## config.mk

```make
export PLATFORM = sky130hd
export DESIGN_NAME = hmlp_hash
export DESIGN_NICKNAME = d
export VERILOG_FILES = /design/src/design/hmlp_pkg.sv /design/src/design/hmlp_hash.sv
export SDC_FILE = /design/constraint.sdc
export NUM_CORES = 1
export LEC_CHECK = 0
export BUFFER_PORTS_ARGS = -buffer_cell sky130_fd_sc_hd__buf_2
export CAP_MARGIN = 0
export CORE_MARGIN = 4
export CORE_UTILIZATION = 47
export DETAILED_ROUTE_END_ITERATION = 8
export PLACE_DENSITY_LB_ADDON = 0.15
export SKIP_LAST_GASP = 1
export SLEW_MARGIN = 20
export SYNTH_ARGS = -nofsm -noshare
export SYNTH_HDL_FRONTEND = slang
export SYNTH_SLANG_ARGS = --single-unit
```

## constraint.sdc

```tcl
create_clock -name clk_i -period 7.08 [get_ports clk_i]
set_input_delay 1.416 -clock clk_i [delete_from_list [all_inputs] [get_ports clk_i]]
set_output_delay 1.416 -clock clk_i [all_outputs]
set_load 0.02 [all_outputs]
```

## src/design/hmlp_pkg.sv

```systemverilog
// Shared types and constants for the linear-probe hash map.
// No dependencies; imported by every module of the block.
package hmlp_pkg;

  localparam int unsigned FuncW = 3;
  localparam int unsigned KeyW  = 64;
  localparam int unsigned ValW  = 32;
  localparam int unsigned SizeW = 11;

  // Right shift used by the key mixer before the salt multiply.
  localparam int unsigned MixShift = 33;

  localparam logic [63:0] SaltReset = 64'h9E37_79B9_7F4A_7C15;

  typedef enum logic [FuncW-1:0] {
    FUNC_SET   = 3'd0,
    FUNC_ADD   = 3'd1,
    FUNC_GET   = 3'd2,
    FUNC_ERASE = 3'd3,
    FUNC_CLEAR = 3'd4
  } hmlp_func_e;

  typedef enum logic [2:0] {
    ST_CLEAR,
    ST_IDLE,
    ST_HASH,
    ST_CHECK
  } hmlp_state_e;

  typedef struct packed {
    hmlp_func_e              func;
    logic [KeyW-1:0]         key;
    logic signed [ValW-1:0]  value_in;
  } hmlp_req_t;

  typedef struct packed {
    logic signed [ValW-1:0]  value_out;
    logic                    found;
    logic [SizeW-1:0]        size_now;
    logic                    table_full;
  } hmlp_rsp_t;

endpackage

```

## src/design/hmlp_hash.sv

```systemverilog
// Home-slot hash: (key ^ key>>33) * salt, low index bits, registered.
// Depends on hmlp_pkg.
module hmlp_hash #(
  parameter int unsigned INDEX_BITS = 10,
  parameter int unsigned KEY_BITS   = 64
) (
  input  logic                  clk_i,
  input  logic [KEY_BITS-1:0]   key_i,
  input  logic [INDEX_BITS-1:0] salt_i,
  output logic [INDEX_BITS-1:0] home_o
);
  import hmlp_pkg::*;

  logic [63:0]           key_wide;
  logic [63:0]           mix;
  logic [INDEX_BITS-1:0] home_d;
  logic [INDEX_BITS-1:0] home_q;

  // Only the low index bits of the product matter, so a narrow multiply suffices.
  always_comb begin
    key_wide = 64'(key_i);
    mix      = key_wide ^ (key_wide >> MixShift);
    home_d   = mix[INDEX_BITS-1:0] * salt_i;
  end

  always_ff @(posedge clk_i) begin
    home_q <= home_d;
  end

  assign home_o = home_q;

endmodule

```

==> key figures, run 1 <==
Global routing
  – Initial antenna violation count: 0
  – Largest net degree at the start of global routing: 11
  – Congestion Overflow GR: 0
  – Total Routing Usage GR: 17.4%
  – First-pass GRT wire length: 6.13 mm
  – Via count of the first global-routing pass: 1430

Timing
  – Final-report setup violation count: 0
  – Fmax achieved: ~170 MHz
  – Hold violation total from the final report: 0
  – Final critical delay including setup and external delays: 5.88 ns
  – Worst hold slack after final layout: 1.56 ns
  – Final period util: 83.0%
  – Setup repair after global routing missed its margin: false
  – Post-route setup TNS: 0 ns
  – Max-slew headroom at the worst pin: 56.7%
  – Final Max Slew Viols: 0
  – Worst Tran Pin Value: ~0.65 ns

Floorplan
  – Chip height: about 69 um
  – Initial core utilization: around half
  – Rows: 21
  – Die area: 0.00472 mm2
  – Horiz. Die Dim: a little under 70 um
  – Number of top-level design ports: 85
  – Area of the core region: 0.00344 mm2

Route
  – Via density: 4.75
  – Routed length per placed instance: 11.9 um
  – Residual DRC count: 0
  – Remaining antenna violation count: 0
  – WL final: 3.33 mm
  – Detailed Route Iter0 Violations: 31
  – Detailed-route via count: ~1300
  – Number of search-and-repair iterations in the first detailed-routing pass: 4

Clock tree
  – Cts bufs inserted: 3
  – Count of instances resized after the clock tree is built: 0
  – Reg clk slew, reported paths: 0.06 ns
  – Hold-fix buffer count after cts: 0
  – Post-CTS setup buffer count: 0
  – Total number of clock tree sinks: 10
  – CTS tree: done
  – Buffer levels on the longest clock path: 2
  – Number of H-tree branching levels: 1
  – Root buffer selected by CTS: sky130_fd_sc_hd__clkbuf_8

Worst setup path
  – Critical path type: primary input to flop
  – Setup crit end: home_o[9]
  – Slowest cell on the critical path: sky130_fd_sc_hd__fa_1
  – Most frequent cell on the critical path: sky130_fd_sc_hd__fa_1
  – Critical path arrival: 5.99 ns
  – Largest fanout on the critical path: 5
  – Crit. End Element: flop
  – Ordered cell list for the critical path: buf_2, xor2_1, nand2_1, fa_1, inv_1, fa_1, inv_1, fa_1, inv_1, fa_1, inv_1, fa_1, xor2_1, xnor2_1, xnor2_1, xnor2_1, xnor3_1, xnor2_1
  – Required time at the endpoint of the critical path: 7.20 ns
  – Launching element of the worst setup path: key_i[38]
  – Startpoint Class: primary input
  – Biggest cell delay along the critical path: 0.56 ns

Final layout
  – Area growth from synthesis to layout: 18.3%
  – Layout cells sized above 1: a little over a fifth
  – Fin nets: 355
  – Final antenna diode count: 0
  – Number of flip-flops in the largest register: 10

Placement
  – Number of input and output port buffers inserted: 40
  – Final weighted congestion of routability-driven global placement: between 0.8 and 0.9
  – Post-detail-place hpwl: 2.89 mm

Power
  – Power share of the sequential group: 13.7%
  – Standby leakage power: 1.12 nW
  – VDD IR max: between 0.00015 and 0.0002 V
  – Internal: 0.382 mW
  – Sw Ratio: 42.5%
  – Share of power burned in the clock network: 10.9%
  – Net load switching power: about 0.28 mW
  – Power per cell area: 324 mW/mm2
  – Gate power share: 75.4%

Synth
  – Yosys top cell by area: sky130_fd_sc_hd__fa_1
  – Cell area after synthesis: approximately 0.0017 mm2
  – Share of synthesized cell area in and, or, nand and nor gates: between 10% and 20%
  – List of most frequent post-synthesis cells: sky130_fd_sc_hd__nand2_1, sky130_fd_sc_hd__inv_1, sky130_fd_sc_hd__ha_1, sky130_fd_sc_hd__fa_1, sky130_fd_sc_hd__and2_1
  – Post-synth EDFFs: 0
  – Post-synthesis sequential area ratio: 11.6%
  – Synth Flop Type: sky130_fd_sc_hd__dfxtp_1
  – Post-Synth Adder-Cell Area: a little over two fifths
  – Synthesized instance count: 189
  – Register bit total from synthesis: 10
  – Unique cell type count in the Yosys netlist: 24
  – Number of nets in the synthesized netlist: between 300 and 400
  – Largest family of logic cells by synthesized area: adder cells
  – Top-count cell post-synth: sky130_fd_sc_hd__nand2_1
  – Synth Area in XOR/XNOR: 18.7%
  – Synthesis Warnings: 0
  – Ys async rst share: 0%
  – Share of the synthesized area in compound gates (AO/OA/AOI/OAI): 3.25%
  – Top cell type's share of synthesized area: 25.4%
  – Cells taking the most area after synthesis: sky130_fd_sc_hd__fa_1, sky130_fd_sc_hd__ha_1, sky130_fd_sc_hd__dfxtp_1
  – Share of cell area taken by muxes after synthesis: 0%
  – Mean instance size in the synthesized netlist: approximately 9.2 um2

Job
  – Max cap viols: 0

Status
  – Result of the run: completed

Worst hold path
  – Type of the tightest min-delay check: primary input to flop
[worst min path at each step]
| stage | startpoint | endpoint | slack (ns) | cells after the start |
|---|---|---|---|---|
| after floorplan | salt_i[0] | home_o[0] | 1.54 | 1 |
| after global placement | salt_i[0] | home_o[0] | 1.81 | 2 |
| after detailed placement | salt_i[0] | home_o[0] | 1.81 | 2 |
| after CTS | salt_i[0] | home_o[0] | 1.56 | 2 |
| after global routing | salt_i[0] | home_o[0] | 1.57 | 2 |
| final | salt_i[0] | home_o[0] | 1.56 | 2 |
[critical path, delay by kind of cell]
kind / cells / cell delay [ns]
fa+ha+maj: 5 / 2.49
buf+inv: 5 / 0.31
xor+xnor: 7 / 1.62
simple gates: 1 / 0.14
[layer usage]
metal / track usage [%] / share of wire [%]
met5: 0 / 0
met4: 5.35 / 0.87
met3: 1.62 / 4.0
met2: 32.2 / 53
met1: 21.2 / 42
[power by group through the flow]
stage / sequential, mW / clock (mW) / combinational, mW
after global routing: 0.0939 / 0.0782 / 0.586
after floorplan: 0.124 / 0 / 0.375
after detailed placement: 0.0920 / 0 / 0.503
final: 0.0907 / 0.0726 / 0.500
after CTS: 0.0909 / 0.0743 / 0.509
after global placement: 0.0915 / 0 / 0.499
[through the flow]
stage	utilization (%)	total power [mW]	instances	area (um2)	worst slack [ns]
2_1_floorplan	-	0.499	189	1730	1.42
6_report	59.5	0.663	279	2050	1.20
4_1_cts	59.5	0.674	279	2050	1.19
3_5_place_dp	57.9	0.595	275	1990	1.00
5_1_grt	59.5	0.758	279	2050	0.913
3_3_place_gp	57.9	0.591	275	1990	1.00
[placed cells by master (no fill, tap or decap), drive strengths merged]
cell type	instances
xnor2	16
a31oi	1
dfxtp	10
nor2b	1
o21ai	1
nand2	36
o21a	1
a21oi	3
buf	41
a21o	2
ha	24
xnor3	1
and2	19
nor2	1
clkbuf	4
fa	22
inv	32
xor2	15
o21bai	1
nand2b	1
or4	1
[final cells by class]
class / instances / area [um2]
clock buffer: 4 / 55.1
fill: 337 / 1390
inverter: 32 / 120
multi-input combinational: 146 / 1410
sequential: 10 / 200
tap: 46 / 57.6
timing repair buffer: 41 / 208
[cell families after synthesis]
family,count (synthesis)
and+or+nand+nor,59
adders and majority gates,46
buffers and inverters,33
xor gates and xnor gates,32
DFF,10
AOI/OAI and AO/OA,9
Power figures use the tool's default switching activity.
==> run 2, diff against run 1 <==
==> constraint.sdc (replaced) <==
create_clock -name clk_i -period 6 [get_ports clk_i]
set_input_delay 1.2 -clock clk_i [delete_from_list [all_inputs] [get_ports clk_i]]
set_output_delay 1.2 -clock clk_i [all_outputs]
set_load 0.02 [all_outputs]
==> key figures, run 2 (synthesis gave the netlist of run 1 again) <==
Worst setup path
  – Crit. End Element: flop (unchanged)
  – Startpoint Class: primary input (unchanged)
  – Launching element of the worst setup path: key_i[38] (unchanged)
  – Setup crit end: home_o[9] (unchanged)
  – Largest fanout on the critical path: 2 (was 5)
  – Number of buffers and inverters on the critical path: 5 (unchanged)
  – Slowest cell on the critical path: sky130_fd_sc_hd__fa_1 (unchanged)
  – Kind of cell adding the most delay to the critical path: adder cells (unchanged)
  – Ordered cell list for the critical path: buf_2, xor2_1, nand2_1, fa_1, inv_1, fa_1, inv_1, fa_1, inv_1, fa_1, inv_1, fa_1, xor2_1, xnor2_1, xnor2_1, xnor2_1, xnor3_1, xnor2_1 (unchanged)
  – Most frequent cell on the critical path: sky130_fd_sc_hd__fa_1 (unchanged)
  – Stages on worst setup path: 18 (unchanged)
  – Required time at the endpoint of the critical path: 6.12 ns (was 7.20 ns)
  – Biggest cell delay along the critical path: 0.56 ns (about the same)
  – Critical path type: primary input to flop (unchanged)
  – Critical path arrival: 5.58 ns (was 5.99 ns)

Worst hold path
  – Type of the tightest min-delay check: primary input to flop (unchanged)
  – Startpoint of the lowest-slack hold path: salt_i[0] (unchanged)

Timing
  – Fmax achieved: 183 MHz
  – Final critical delay including setup and external delays: 5.46 ns
  – Post-route setup TNS: 0 ns (unchanged)
  – Final period util: 91.0%
  – Final-report setup violation count: 0 (unchanged)
  – Final Max Slew Viols: 0 (unchanged)
  – Worst Tran Pin Value: 0.664 ns (was 0.647 ns)
  – Setup repair after global routing missed its margin: false (unchanged)
  – Max-slew headroom at the worst pin: 55.6% (was 56.7%)
  – Hold violation total from the final report: 0 (unchanged)

Route
  – Via density: 4.78 (was 4.75)
  – WL final: 3.30 mm (was 3.33 mm)
  – Detailed Route Iter0 Violations: 33 (was 31)
  – Remaining antenna violation count: 0 (unchanged)
  – Detailed-route via count: 1343 (was 1325)
  – Residual DRC count: 0 (unchanged)
  – Routed length per placed instance: 11.7 um (was 11.9 um)
  – Number of search-and-repair iterations in the first detailed-routing pass: 5 (was 4)

Power
  – Total Power: 0.793 mW (was 0.663 mW)
  – VDD IR max: 0.000223 V (was 0.000195 V)
  – Standby leakage power: 1.13 nW (was 1.12 nW)
  – Power per cell area: 384 mW/mm2 (was 324 mW/mm2)

Final layout
  – Footprint of the multi-input gates: 0.00141 mm2 (unchanged)
  – Fin nets: 357 (was 355)
  – Number of flip-flops in the largest register: 10 (unchanged)
  – Number of filler instances in the final layout: 346 (was 337)
  – Highest-count cells in the layout ignoring fill and taps: sky130_fd_sc_hd__buf_2, sky130_fd_sc_hd__nand2_1, sky130_fd_sc_hd__inv_1 (unchanged)
  – Area growth from synthesis to layout: 19.1% (was 18.3%)
  – Sequential cell area: 200 um2 (unchanged)
  – Layout cells sized above 1: 22.6% (was 21.9%)
  – Commonest non-fill, non-tap cell in the layout: sky130_fd_sc_hd__buf_2 (unchanged)
  – Final antenna diode count: 0 (unchanged)

Placement
  – Number of input and output port buffers inserted: 40 (unchanged)
  – Final weighted congestion of routability-driven global placement: 0.902 (was 0.897)
  – Post-detail-place hpwl: 2.84 mm (was 2.89 mm)

Floorplan
  – Number of top-level design ports: 85 (unchanged)
  – Rows: 21 (unchanged)
  – Chip height: 68.7 um (unchanged)
  – Die area: 0.00472 mm2 (unchanged)
  – Horiz. Die Dim: 68.7 um (unchanged)
  – Initial core utilization: 50.3% (unchanged)
  – Area of the core region: 0.00344 mm2 (unchanged)

Clock tree
  – Count of instances resized after the clock tree is built: 0 (unchanged)
  – Number of H-tree branching levels: 1 (unchanged)
  – Root buffer selected by CTS: sky130_fd_sc_hd__clkbuf_8 (unchanged)
  – Buffer levels on the longest clock path: 2 (unchanged)
  – Hold-fix buffer count after cts: 0 (unchanged)
  – Total number of clock tree sinks: 10 (unchanged)
  – Reg clk slew, reported paths: 0.05 ns (was 0.06 ns)
  – Cts bufs inserted: 3 (unchanged)
  – Post-CTS setup buffer count: 0 (unchanged)
  – CTS tree: done (unchanged)

Global routing
  – Largest net degree at the start of global routing: 11 (unchanged)
  – Via count of the first global-routing pass: 1290 (was 1430)
  – Total Routing Usage GR: 16.1% (was 17.4%)
  – First-pass GRT wire length: 5.55 mm (was 6.13 mm)
  – Congestion Overflow GR: 0 (unchanged)
  – Initial antenna violation count: 0 (unchanged)

Job
  – Max cap viols: 0 (unchanged)

Status
  – Result of the run: completed (unchanged)
==> run 2: changes by cell type in the layout (fill, tap and decap cells not counted) <==
cell	previous run	this run
sky130_fd_sc_hd__buf_4	1	3
==> run 2: cell type report <==
type	count	area share (%)
multi-input cells	146	68.2
flip-flops and latches	10	9.70
clock buffers	4	2.67
well taps	46	2.79
repair buffers	43	10.8
inverters	32	5.82
==> run 2: worst min path at each step <==
stage / endpoint / slack, ns / depth (start not counted)
4_1_cts: home_o[0] / 1.34 / 2
3_5_place_dp: home_o[0] / 1.59 / 2
3_3_place_gp: home_o[0] / 1.59 / 2
2_1_floorplan: home_o[0] / 1.32 / 1
5_1_grt: home_o[0] / 1.36 / 2
6_report: home_o[0] / 1.35 / 2
==> run 2: through the flow <==
stage | instances | setup WS (ns) | hold slack, ns | util [%] | area, um2
6_report | 281 | 0.541 | 1.35 | 59.9 | 2060
5_1_grt | 281 | 0.266 | 1.36 | 59.9 | 2060
4_1_cts | 281 | 0.544 | 1.34 | 59.9 | 2060
3_5_place_dp | 277 | 0.336 | 1.59 | 58.3 | 2010
3_3_place_gp | 277 | 0.310 | 1.59 | 58.3 | 2010
2_1_floorplan | 189 | 0.556 | 1.32 | - | 1730
==> run 2: report_power, final <==
part | leakage [nW] | switching (mW) | internal, mW
Sequential | 0.0842 | 0.00506 | 0.102
Combinational | 1.01 | 0.306 | 0.295
Clock | 0.0288 | 0.0276 | 0.0578
==> run 2: layer usage <==
layer  track usage (%)  wire length (um)
met1              20.2              1420
met2              28.0              1640
met3              1.30               170
met4              7.30                68
met5                 0                 0
